==> src/rtl/pai_pkg.sv <==
// Package with the widths, codes and states of the positional array store.
`default_nettype none
package pai_pkg;

  localparam int CAPACITY = 64;
  localparam int AW = (CAPACITY > 1) ? $clog2(CAPACITY) : 1;
  localparam int CW = $clog2(CAPACITY + 1);

  localparam int OPCODE_W = 2;
  localparam int POS_W    = 7;
  localparam int VALUE_W  = 32;
  localparam int STATUS_W = 3;

  typedef enum logic [OPCODE_W-1:0] {
    OP_INSERT   = 2'd0,
    OP_DELETE   = 2'd1,
    OP_TRAVERSE = 2'd2
  } op_t;

  typedef enum logic [STATUS_W-1:0] {
    ST_OK        = 3'd0,
    ST_OVERFLOW  = 3'd1,
    ST_UNDERFLOW = 3'd2,
    ST_BADPOS    = 3'd3,
    ST_EMPTY     = 3'd4
  } status_t;

  typedef enum logic [3:0] {
    S_IDLE,
    S_INS_RD,
    S_INS_WR,
    S_DEL_GET,
    S_DEL_GOT,
    S_DEL_RD,
    S_DEL_WR,
    S_TRV_RD,
    S_TRV_OUT,
    S_EMIT
  } state_t;

endpackage
`default_nettype wire

==> src/rtl/pai_if.sv <==
// Channel interfaces for the command items and the result items.
`default_nettype none
interface pai_in_if import pai_pkg::*; ();
  logic                       valid;
  logic                       ready;
  logic [OPCODE_W-1:0]        opcode;
  logic [POS_W-1:0]           position;
  logic signed [VALUE_W-1:0]  value;

  modport source(output valid, output opcode, output position, output value, input ready);
  modport sink(input valid, input opcode, input position, input value, output ready);
endinterface

interface pai_out_if import pai_pkg::*; ();
  logic                       valid;
  logic                       ready;
  logic [STATUS_W-1:0]        status;
  logic signed [VALUE_W-1:0]  data;
  logic [POS_W-1:0]           index;
  logic                       last;

  modport source(output valid, output status, output data, output index, output last,
                 input ready);
  modport sink(input valid, input status, input data, input index, input last,
               output ready);
endinterface
`default_nettype wire

==> src/rtl/pai_ram.sv <==
// Generic single-write, single-read RAM with a registered read port.
`default_nettype none
module pai_ram #(
  parameter int WIDTH = 32,
  parameter int DEPTH = 64
) (
  input  wire logic                                     clk,
  input  wire logic                                     we,
  input  wire logic [((DEPTH > 1) ? $clog2(DEPTH) : 1)-1:0] waddr,
  input  wire logic [WIDTH-1:0]                         wdata,
  input  wire logic                                     re,
  input  wire logic [((DEPTH > 1) ? $clog2(DEPTH) : 1)-1:0] raddr,
  output logic      [WIDTH-1:0]                         rdata
);

  logic [WIDTH-1:0] mem [DEPTH];
  logic [WIDTH-1:0] rdata_r;

  always_ff @(posedge clk) begin
    if (we) begin
      mem[waddr] <= wdata;
    end
    if (re) begin
      rdata_r <= mem[raddr];
    end
  end

  assign rdata = rdata_r;

endmodule
`default_nettype wire

==> src/rtl/positional_array_insert_delete.sv <==
// Top level of the positional array store: sequencer, shared index unit and element RAM.
//
//   channel   direction  fields                          handshake
//   in_ch     sink       opcode, position, value         valid/ready
//   out_ch    source     status, data, index, last       valid/ready
//
// An error passes through the emit state to the result register, and an unused opcode is
// dropped in its accept cycle. An insert at position p with n entries stored moves the
// n-p entries from p upward, a delete moves the entries behind p down, and a traverse gives
// out one entry per read; each moved entry costs one read and one write of the element RAM.
// Reset clears the count, the sequencer and the result valid flag only; the RAM needs no
// clearing because only entries below the count are ever read.
// A stall on the result side holds the sequencer in its output state; no new item is
// taken until the sequencer is back in idle.
`default_nettype none
module positional_array_insert_delete import pai_pkg::*; (
  input  wire logic  clk,
  input  wire logic  rst_n,
  pai_in_if.sink     in_ch,
  pai_out_if.source  out_ch
);

  state_t                     state_r, state_nxt;
  logic [CW-1:0]              count_r, count_nxt;
  logic [CW-1:0]              idx_r, idx_nxt;
  logic [POS_W-1:0]           pos_r, pos_nxt;
  logic [VALUE_W-1:0]         val_r, val_nxt;
  logic [VALUE_W-1:0]         got_r, got_nxt;
  status_t                    res_status_r, res_status_nxt;
  logic [VALUE_W-1:0]         res_data_r, res_data_nxt;
  logic [POS_W-1:0]           res_index_r, res_index_nxt;

  logic                       out_valid_r, out_valid_nxt;
  logic [STATUS_W-1:0]        out_status_r, out_status_nxt;
  logic [VALUE_W-1:0]         out_data_r, out_data_nxt;
  logic [POS_W-1:0]           out_index_r, out_index_nxt;
  logic                       out_last_r, out_last_nxt;

  logic                       ram_we, ram_re;
  logic [AW-1:0]              ram_waddr, ram_raddr;
  logic [VALUE_W-1:0]         ram_wdata, ram_rdata;

  // The shared index stepper: the index steps down while an insert opens a gap
  // and up for deletes and traversal.
  logic                       step_down;
  logic [CW-1:0]              idx_step;
  logic                       out_free;
  logic [POS_W:0]             pos_in_ext, pos_r_ext, count_ext, idx_ext;

  assign step_down = (state_r == S_INS_RD) || (state_r == S_INS_WR);
  assign idx_step  = idx_r + (step_down ? {CW{1'b1}} : CW'(1));
  assign out_free  = !out_valid_r || out_ch.ready;

  assign pos_in_ext = (POS_W + 1)'(in_ch.position);
  assign pos_r_ext  = (POS_W + 1)'(pos_r);
  assign count_ext  = (POS_W + 1)'(count_r);
  assign idx_ext    = (POS_W + 1)'(idx_r);

  pai_ram #(
    .WIDTH(VALUE_W),
    .DEPTH(CAPACITY)
  ) u_store (
    .clk   (clk),
    .we    (ram_we),
    .waddr (ram_waddr),
    .wdata (ram_wdata),
    .re    (ram_re),
    .raddr (ram_raddr),
    .rdata (ram_rdata)
  );

  always_ff @(posedge clk) begin
    if (!rst_n) begin
      state_r     <= S_IDLE;
      count_r     <= '0;
      out_valid_r <= 1'b0;
    end else begin
      state_r     <= state_nxt;
      count_r     <= count_nxt;
      out_valid_r <= out_valid_nxt;
    end
  end

  always_ff @(posedge clk) begin
    idx_r        <= idx_nxt;
    pos_r        <= pos_nxt;
    val_r        <= val_nxt;
    got_r        <= got_nxt;
    res_status_r <= res_status_nxt;
    res_data_r   <= res_data_nxt;
    res_index_r  <= res_index_nxt;
    out_status_r <= out_status_nxt;
    out_data_r   <= out_data_nxt;
    out_index_r  <= out_index_nxt;
    out_last_r   <= out_last_nxt;
  end

  always_comb begin
    logic out_load;
    out_load       = 1'b0;
    state_nxt      = state_r;
    count_nxt      = count_r;
    idx_nxt        = idx_r;
    pos_nxt        = pos_r;
    val_nxt        = val_r;
    got_nxt        = got_r;
    res_status_nxt = res_status_r;
    res_data_nxt   = res_data_r;
    res_index_nxt  = res_index_r;
    out_status_nxt = out_status_r;
    out_data_nxt   = out_data_r;
    out_index_nxt  = out_index_r;
    out_last_nxt   = out_last_r;
    ram_we         = 1'b0;
    ram_waddr      = idx_r[AW-1:0];
    ram_wdata      = ram_rdata;
    ram_re         = 1'b0;
    ram_raddr      = idx_step[AW-1:0];

    unique case (state_r)
      S_IDLE: begin
        if (in_ch.valid) begin
          pos_nxt       = in_ch.position;
          val_nxt       = in_ch.value;
          res_data_nxt  = '0;
          res_index_nxt = in_ch.position;
          unique case (in_ch.opcode)
            OP_INSERT: begin
              // The full check comes before the position check.
              if (count_r == CW'(CAPACITY)) begin
                res_status_nxt = ST_OVERFLOW;
                state_nxt      = S_EMIT;
              end else if (pos_in_ext > count_ext) begin
                res_status_nxt = ST_BADPOS;
                state_nxt      = S_EMIT;
              end else begin
                idx_nxt   = count_r;
                state_nxt = S_INS_RD;
              end
            end
            OP_DELETE: begin
              if (count_r == '0) begin
                res_status_nxt = ST_UNDERFLOW;
                state_nxt      = S_EMIT;
              end else if (pos_in_ext >= count_ext) begin
                res_status_nxt = ST_BADPOS;
                state_nxt      = S_EMIT;
              end else begin
                state_nxt = S_DEL_GET;
              end
            end
            OP_TRAVERSE: begin
              if (count_r == '0) begin
                res_status_nxt = ST_EMPTY;
                res_index_nxt  = '0;
                state_nxt      = S_EMIT;
              end else begin
                idx_nxt   = '0;
                state_nxt = S_TRV_RD;
              end
            end
            default: begin
              // The unused opcode is dropped without a result.
              state_nxt = S_IDLE;
            end
          endcase
        end
      end
      S_INS_RD: begin
        if (idx_ext == pos_r_ext) begin
          ram_we         = 1'b1;
          ram_wdata      = val_r;
          count_nxt      = count_r + CW'(1);
          res_status_nxt = ST_OK;
          state_nxt      = S_EMIT;
        end else begin
          ram_re    = 1'b1;
          state_nxt = S_INS_WR;
        end
      end
      S_INS_WR: begin
        ram_we    = 1'b1;
        idx_nxt   = idx_step;
        state_nxt = S_INS_RD;
      end
      S_DEL_GET: begin
        ram_re    = 1'b1;
        ram_raddr = pos_r[AW-1:0];
        state_nxt = S_DEL_GOT;
      end
      S_DEL_GOT: begin
        got_nxt   = ram_rdata;
        idx_nxt   = pos_r[CW-1:0];
        state_nxt = S_DEL_RD;
      end
      S_DEL_RD: begin
        if (idx_step == count_r) begin
          count_nxt      = count_r - CW'(1);
          res_status_nxt = ST_OK;
          res_data_nxt   = got_r;
          state_nxt      = S_EMIT;
        end else begin
          ram_re    = 1'b1;
          state_nxt = S_DEL_WR;
        end
      end
      S_DEL_WR: begin
        ram_we    = 1'b1;
        idx_nxt   = idx_step;
        state_nxt = S_DEL_RD;
      end
      S_TRV_RD: begin
        ram_re    = 1'b1;
        ram_raddr = idx_r[AW-1:0];
        state_nxt = S_TRV_OUT;
      end
      S_TRV_OUT: begin
        if (out_free) begin
          out_load       = 1'b1;
          out_status_nxt = ST_OK;
          out_data_nxt   = ram_rdata;
          out_index_nxt  = POS_W'(idx_r);
          out_last_nxt   = (idx_step == count_r);
          if (idx_step == count_r) begin
            state_nxt = S_IDLE;
          end else begin
            idx_nxt   = idx_step;
            state_nxt = S_TRV_RD;
          end
        end
      end
      S_EMIT: begin
        if (out_free) begin
          out_load       = 1'b1;
          out_status_nxt = res_status_r;
          out_data_nxt   = res_data_r;
          out_index_nxt  = res_index_r;
          out_last_nxt   = 1'b1;
          state_nxt      = S_IDLE;
        end
      end
      default: begin
        state_nxt = S_IDLE;
      end
    endcase

    out_valid_nxt = out_load ? 1'b1 : (out_ch.ready ? 1'b0 : out_valid_r);
  end

  assign in_ch.ready   = (state_r == S_IDLE);
  assign out_ch.valid  = out_valid_r;
  assign out_ch.status = out_status_r;
  assign out_ch.data   = out_data_r;
  assign out_ch.index  = out_index_r;
  assign out_ch.last   = out_last_r;

`ifndef ASSERT_OFF
  a_count_bound: assert property (@(posedge clk) disable iff (!rst_n)
    count_r <= CW'(CAPACITY))
    else $error("entry count above capacity");

  a_count_step: assert property (@(posedge clk) disable iff (!rst_n)
    !$stable(count_r) |-> (count_r == $past(count_r) + CW'(1)) ||
                          (count_r == $past(count_r) - CW'(1)))
    else $error("entry count changed by more than one");

  a_trv_index: assert property (@(posedge clk) disable iff (!rst_n)
    (state_r == S_TRV_OUT) |-> (idx_r < count_r))
    else $error("traversal index beyond stored entries");

  a_write_addr: assert property (@(posedge clk) disable iff (!rst_n)
    ram_we |-> ((AW + 1)'(ram_waddr) < (AW + 1)'(CAPACITY)))
    else $error("store write outside capacity");

  a_result_waits: assert property (@(posedge clk) disable iff (!rst_n)
    (state_r == S_EMIT) && !out_free |=> (state_r == S_EMIT))
    else $error("pending result left its state while the output was busy");
`endif

endmodule
`default_nettype wire

==> src/flat_wrapper.sv <==
// flat-port wrapper written by rule: the top's interface ports become plain ports
module positional_array_insert_delete_flat import pai_pkg::*;
  (clk, rst_n, in_ch_valid, in_ch_opcode, in_ch_position, in_ch_value, in_ch_ready, out_ch_valid, out_ch_status, out_ch_data, out_ch_index, out_ch_last, out_ch_ready);
  pai_in_if in_ch_i ();
  pai_out_if out_ch_i ();
  input  wire logic clk;
  input  wire logic rst_n;
  input wire logic [$bits(in_ch_i.valid)-1:0] in_ch_valid;
  input wire logic [$bits(in_ch_i.opcode)-1:0] in_ch_opcode;
  input wire logic [$bits(in_ch_i.position)-1:0] in_ch_position;
  input wire logic [$bits(in_ch_i.value)-1:0] in_ch_value;
  output wire logic [$bits(in_ch_i.ready)-1:0] in_ch_ready;
  output wire logic [$bits(out_ch_i.valid)-1:0] out_ch_valid;
  output wire logic [$bits(out_ch_i.status)-1:0] out_ch_status;
  output wire logic [$bits(out_ch_i.data)-1:0] out_ch_data;
  output wire logic [$bits(out_ch_i.index)-1:0] out_ch_index;
  output wire logic [$bits(out_ch_i.last)-1:0] out_ch_last;
  input wire logic [$bits(out_ch_i.ready)-1:0] out_ch_ready;
  assign in_ch_i.valid = in_ch_valid;
  assign in_ch_i.opcode = in_ch_opcode;
  assign in_ch_i.position = in_ch_position;
  assign in_ch_i.value = in_ch_value;
  assign in_ch_ready = in_ch_i.ready;
  assign out_ch_valid = out_ch_i.valid;
  assign out_ch_status = out_ch_i.status;
  assign out_ch_data = out_ch_i.data;
  assign out_ch_index = out_ch_i.index;
  assign out_ch_last = out_ch_i.last;
  assign out_ch_i.ready = out_ch_ready;
  positional_array_insert_delete u_core (.clk(clk), .rst_n(rst_n), .in_ch(in_ch_i), .out_ch(out_ch_i));
endmodule
==> config.mk <==
export PLATFORM = sky130hd
export DESIGN_NAME = positional_array_insert_delete_flat
export DESIGN_NICKNAME = d
export VERILOG_FILES = /design/src/rtl/pai_pkg.sv /design/src/rtl/pai_if.sv /design/src/rtl/pai_ram.sv /design/src/rtl/positional_array_insert_delete.sv /design/src/flat_wrapper.sv
export SDC_FILE = /design/constraint.sdc
export NUM_CORES = 2
export LEC_CHECK = 0
export BUFFER_PORTS_ARGS = -buffer_cell sky130_fd_sc_hd__buf_2
export CAP_MARGIN = 20
export CORE_MARGIN = 8
export CORE_UTILIZATION = 25
export CTS_BUF_LIST = sky130_fd_sc_hd__clkbuf_4 sky130_fd_sc_hd__clkbuf_8
export DETAILED_ROUTE_END_ITERATION = 16
export PLACE_DENSITY = 0.34
export SKIP_CTS_REPAIR_TIMING = 1
export SYNTH_ARGS = -nofsm -noshare
export SYNTH_HDL_FRONTEND = slang
export SYNTH_SLANG_ARGS = --single-unit
==> constraint.sdc <==
create_clock -name clk -period 12.1 [get_ports clk]
set_clock_uncertainty 0.05 [all_clocks]
set_input_delay 2.42 -clock clk [delete_from_list [all_inputs] [get_ports clk]]
set_output_delay 2.42 -clock clk [all_outputs]
set_load 0.005 [all_outputs]
**Yosys cells after proc, flatten, opt, wreduce, memory -nomap -nowiden**

Memories as Yosys holds them, arrays and structs flattened. A register that Yosys moved wholly into a read port is not among the register bits.
Index checks and enable logic that the tools add are counted.

- Register bits after elaboration: 175
- Bits in writable memories: 2,048
- Output and inout bits: 45
- Memories: 1

Memory list:

| memory | depth | bits a word | read ports | clocked after memory_dff | write ports | line | source |
|---|---|---|---|---|---|---|---|
| u_core.u_store.mem | 64 | 32 | 1 | 1 | 1 | pai_ram.sv:16 | `logic [WIDTH-1:0] mem [DEPTH];` |

- $add $sub $neg: 3
- Magnitude comparators: 2
- Equality and inequality tests: 28
- Muxes and demuxes: 66
- Reductions and logical operators: 23

Operator list:

| kind | count |
|---|---|
| 2-to-1 mux 32 bit | 6 |
| case mux 32 bit (2 select lines) | 2 |
| 2-to-1 mux 7 bit | 13 |
| case mux 7 bit (2 select lines) | 3 |
| 2-to-1 mux 4 bit | 10 |
| case mux 4 bit (9 select lines) | 1 |
| 2-to-1 mux 3 bit | 11 |
| case mux 7 bit (4 select lines) | 1 |
| case mux 3 bit (3 select lines) | 2 |
| equality test 4 x 3 -> 1 bit, second input constant | 4 |
| AND reduction 8 bit | 2 |
| equality test 7 bit | 2 |
| case mux 4 bit (3 select lines) | 1 |
| case mux 6 bit (2 select lines) | 1 |
| AND reduction 3 bit | 4 |
| 2-to-1 mux 1 bit | 11 |
| inequality test 3 bit, second input constant | 3 |
| equality test 4 x 2 -> 1 bit, second input constant | 2 |
| equality test 4 bit, second input constant | 2 |
| inequality test 4 x 2 -> 1 bit, second input constant | 2 |
| nonzero test 2 bit | 4 |
| OR reduction 2 bit | 4 |
| adder 7 x 1 -> 7 bit, second input constant | 1 |
| adder 7 bit | 1 |
| 23 further kinds | 29 |

**Longest topological paths before layout**

- Depth after elaboration: 8
- Gate-level depth with buffers: 15
- Depth with buffers taken out: 13

**Hierarchy**

A second synthesis with hierarchy kept.

- Cells, all modules: 3,885
- Area total of the unflattened synthesis: 86,808.3 um^2

By module, submodules not included:

| module | instances | cells an instance | area an instance (um^2) | seq. area each (um^2) |
|---|---|---|---|---|
| pai_ram | 1 | 3,324 | 78,835.6 | 62,459.9 |
| positional_array_insert_delete | 1 | 561 | 7,972.6 | 5,134.9 |

**Worst setup path after synthesis**

No wires, ideal clock.

- Path kind: input -> register
- Start: in out_ch_ready
- End: reg u_core.out_data_r[0], in the netlist u_core.out_ch.data[0], enable pin
- Setup time: 0.443 ns
- Arrival time: 4.304 ns
- Required time: 11.607 ns
- Slack: 7.302 ns
- Cell stages on the path: 2
- Buffers on the path: 0
- Path through: nor2b_1 -> nor2_1

- Cells in the longest elaborated chain, start to end: 3
- Elaborated cells on any way between the ends: 4

Ends and longest elaborated chain:

| element | line | source |
|---|---|---|
| start: declaration | flat_wrapper.sv:18 | `input wire logic [$bits(out_ch_i.ready)-1:0] out_ch_ready;` |
| logical OR 1 bit * | positional_array_insert_delete.sv:52 | `assign out_free = !out_valid_r \|\| out_ch.ready;` |
| inequality test 2 x 1 -> 1 bit (no source line) | n/a |  |
| AND reduction 3 bit (no source line) * | n/a |  |
| end signal: assignment | positional_array_insert_delete.sv:93 | `out_data_r <= out_data_nxt;` |
| end: declaration | positional_array_insert_delete.sv:35 | `logic [VALUE_W-1:0] out_data_r, out_data_nxt;` |

Mark *: on every way between the ends. The rest lies on a longest branch, timed or not.
A chain may end at the register's enable or synchronous reset.

**Worst setup path after layout**

- Start: reg u_core.state_r[0]
- End: reg u_core.u_store.rdata_r[25], in the netlist u_core.u_store.rdata[25] (read register of u_core.u_store.mem) (data pin)

- Cells in the longest elaborated chain, start to end: 7
- Elaborated cells on any way between the ends: 13

Ends and longest elaborated chain:

| element | line | source |
|---|---|---|
| start: declaration | positional_array_insert_delete.sv:23 | `state_t state_r, state_nxt;` |
| start signal: assignment | positional_array_insert_delete.sv:78 | `state_r <= state_nxt;` |
| equality test 4 x 1 -> 1 bit / equality test 4 x 2 -> 1 bit (equally long branches) | positional_array_insert_delete.sv:50, positional_array_insert_delete.sv:120 |  |
| logical OR 1 bit | positional_array_insert_delete.sv:50 | `assign step_down = (state_r == S_INS_RD) \|\| (state_r == S_INS_WR);` |
| 2-to-1 mux 7 bit | positional_array_insert_delete.sv:51 | `assign idx_step = idx_r + (step_down ? {CW{1'b1}} : CW'(1));` |
| adder 7 bit | positional_array_insert_delete.sv:51 |  |
| equality test 7 bit | positional_array_insert_delete.sv:197 | `if (idx_step == count_r) begin` |
| 2-to-1 mux 1 bit | positional_array_insert_delete.sv:197 |  |
| case mux 1 bit (3 select lines) | positional_array_insert_delete.sv:120 | `unique case (state_r)` |
| end: declaration | pai_ram.sv:17 | `logic [WIDTH-1:0] rdata_r;` |

Parallel ways exist; a longest one is shown, timed or not.

==> run_results.csv <==
group,metric,value,unit
status,status,"complete, no violations",
worst_setup_path,path_cells,"nand2b_1 > a211o_1 > fa_1 > mux2i_4 > buf_12 > buf_4 > buf_4 > mux2i_1 > mux2i_1 > a32o_1 > a221oi_1 > o22ai_1 > a221o_1",
worst_setup_path,cpLargestDelayFamily,"compound AO/OA/AOI/OAI gates",
layout,drive_gt1_share,14.9,%
die,dieArea,378000,sq um
clock_network,clkSinkCount,2255,
sta,rsz0062_at_grt,"no",
sta,worst_pin_slew,1.21,ns
synthesis,synth.distinct_cells,64,
die,ios,90,
layout,regArea,67600,sq um
clock_network,htree_levels,5,
worst_setup_path,startpoint_type,"register",
global_routing,grt_pass1_vias,55200,
sta,slew_headroom,19.0,%
worst_setup_path,critPathMaxFanout,102,
synthesis,synth_area_leaders,"edfxtp_1 (75%), nand2_1 (8.1%), nand3_1 (3.9%), mux2i_1 (2.3%), and3_1 (1.6%)",
sta,timing.fmax,160,MHz
synthesis,synth_top_area_share,75.1,%
sta,finalSetupTns,0,ns
drt,wire_per_inst,27.8,um
global_routing,grt_usage,16.8,%
worst_setup_path,cp.required,12.88,ns
placed_design,dp_hpwl,173000,um
worst_setup_path,arrival,7.02,ns
drt,drt_wl_total,330000,um
die,coreArea,358000,sq um
synthesis,yosysWarnings,0,
synthesis,seq_area_frac_synth,75.4,%
layout,multi_input_area,20700,sq um
global_routing,grt_max_degree,123,
synthesis,synth_top_family_by_area,"simple AND/OR/NAND/NOR gates",
die,die_w,615,um
placed_design,port_buffers,89,
drt,postRouteAntennaNets,0,
synthesis,synth_xor_area_share,0.264,%
sta,setup_viol,0,
synthesis,mappedNetlistNets,6591,
worst_setup_path,slowest_delay,0.72,ns
synthesis,syn-mean-instance-area,13.7,sq um
sta,period_share,51.6,%
global_routing,gr-total-overflow,0,
layout,nFillCells,36000,
worst_setup_path,crit_type,"reg2reg",
synthesis,ys_ff_latch,2255,
worst_hold_path,worstHoldPathType,"reg2reg",
layout,area_growth,16.2,%
synthesis,muxShareOfSynthArea,2.81,%
synthesis,synth_top_area_cell,"edfxtp_1",
synthesis,netlist_area,89600,sq um
placed_design,place.gp.congestion,0.746,
synthesis,synth_ff_type,"edfxtp_1",
clock_network,numCtsBuffers,413,
clock_network,cts_tree,"built",
sta,drv_slew,0,
clock_network,cts.clk_slew.worst_paths,0.06,ns
clock_network,clkLatencyLatePin,1.10,ns
synthesis,async_flop_share,0,%
global_routing,grt_pass1_wl,456000,um
global_routing,grt_antenna_before_repair,29,
worst_setup_path,crit_buf_inv,3,
die,die_y,615,um
drt,drcViolationCount,0,
clock_network,cts-root-buf,"clkbuf_8",
drt,drt_iter0_markers,4697,
drt,vias_per_cell,4.71,
clock_network,clockBufferDepth,4,
drt,vias,55800,
synthesis,synth-compound-area-share,4.52,%
die,initial_core_util,25.0,%
sta,period_minus_slack,6.25,ns
job,drv_cap,0,
layout,nNetsFinal,6856,
synthesis,synthAdderAreaFrac,0.366,%
synthesis,synth-edff-count,2243,
worst_setup_path,end_kind,"register",
synthesis,syn_inst,6521,
sta,hold_viol_final,0,
die,placementRows,220,
drt,dr.pass1.iters,6,
synthesis,synthSimpleGateAreaFrac,14.3,%
worst_setup_path,slowest_stage,"mux2i_4",
## sequential cells by signal (all words and copies together) (netlist names), 7 cells and up
name,flops
u_core.count_r,7
u_core.got_r,32
u_core.idx_r,7
u_core.out_ch.data,32
u_core.out_ch.index,7
u_core.pos_r,7
u_core.res_data_r,32
u_core.res_index_r,7
u_core.u_store.mem,2048
u_core.u_store.rdata,32
u_core.val_r,32
## layout make-up
type	count	area share (%)
Inverter	28	0.101
Clock inverter	138	0.757
Multi-Input combinational cell	3820	19.9
Tap cell	4773	5.73
Antenna cell	14	0.0336
Timing Repair Buffer	268	1.99
Clock buffer	567	6.61
Sequential cell	2255	64.9
## synth_stat cells, drive strengths merged (28+ instances only)
cell       n
buf      209
mux2      41
a221o     33
edfxtp  2243
nor2      92
a32oi     63
nand3    701
a221oi    64
and3     226
inv       28
clkbuf   209
a31oi    193
o22ai     33
nand2   1928
a32o      64
mux2i    205
## worst reg2reg max path: cells and delay by family (launching register included)
kind | cells | cell delay (ns)
compound gates | 5 | 1.72
buf+inv | 3 | 1.72
mux | 3 | 1.05
flops | 1 | 0.61
fa+ha+maj | 1 | 0.58
simple gates | 1 | 0.24
## kinds of logic after synthesis
kind of cell,count (synthesis)
simple gates,2999
flops,2255
compound gates,527
buf+inv,446
mux,246
fa+ha+maj,25
xor+xnor,23
## metrics by stage
step | hold slack [ns] | cells | utilization, % | setup WS [ns] | area [sq um]
6_report | 0.469 | 11900 | 29.1 | 5.85 | 104000
5_1_grt | 0.494 | 11900 | 29.1 | 5.59 | 104000
4_1_cts | 0.475 | 11800 | 29.1 | 5.84 | 104000
3_5_place_dp | 0.460 | 11100 | 26.9 | 5.88 | 96500
3_3_place_gp | 0.460 | 11100 | 26.9 | 5.48 | 96400
2_1_floorplan | 0.396 | 6521 | - | 7.30 | 89600
## worst paths after layout
path,from,to,slack (ns),cells after the start
max reg2reg,u_core.state_r[0],u_core.u_store.rdata[25],5.85,13
min,u_core.res_status_r[2],u_core.out_ch.status[2],0.47,1
min reg2reg,u_core.res_status_r[2],u_core.out_ch.status[2],0.47,1
max,u_core.state_r[0],u_core.u_store.rdata[25],5.85,13
## layout by cell type (no fill, tap or decap), types with 39 or more instances in the layout
cell type  synthesis  layout
edfxtp_1        2243    2243
clkbuf_4           0     146
a221oi_1          64      64
nor2_4             0      70
nand3_1          701     701
nand2_1         1927    1892
mux2_2            40      39
mux2i_1          205     204
clkbuf_8           0     421
a32oi_1           63      63
a32o_1            64      64
buf_2            141      89
buf_4              2     155
clkinv_1           0      84
and3_1           226     226
a31oi_1          193     193
## per-layer routing
layer / up-vias / routed length, um / track usage, % / share of wire (%)
li1: 24800 / - / - / -
met1: 29100 / 154000 / 23.5 / 47
met2: 1498 / 154000 / 27.4 / 47
met3: 444 / 15900 / 2.58 / 4.8
met4: 4 / 6740 / 3.64 / 2.0
met5: - / 31 / 0 / 0.0094
Power is not shown: default switching activity piles up to over one toggle a cycle in this logic, so the estimate is an artifact.
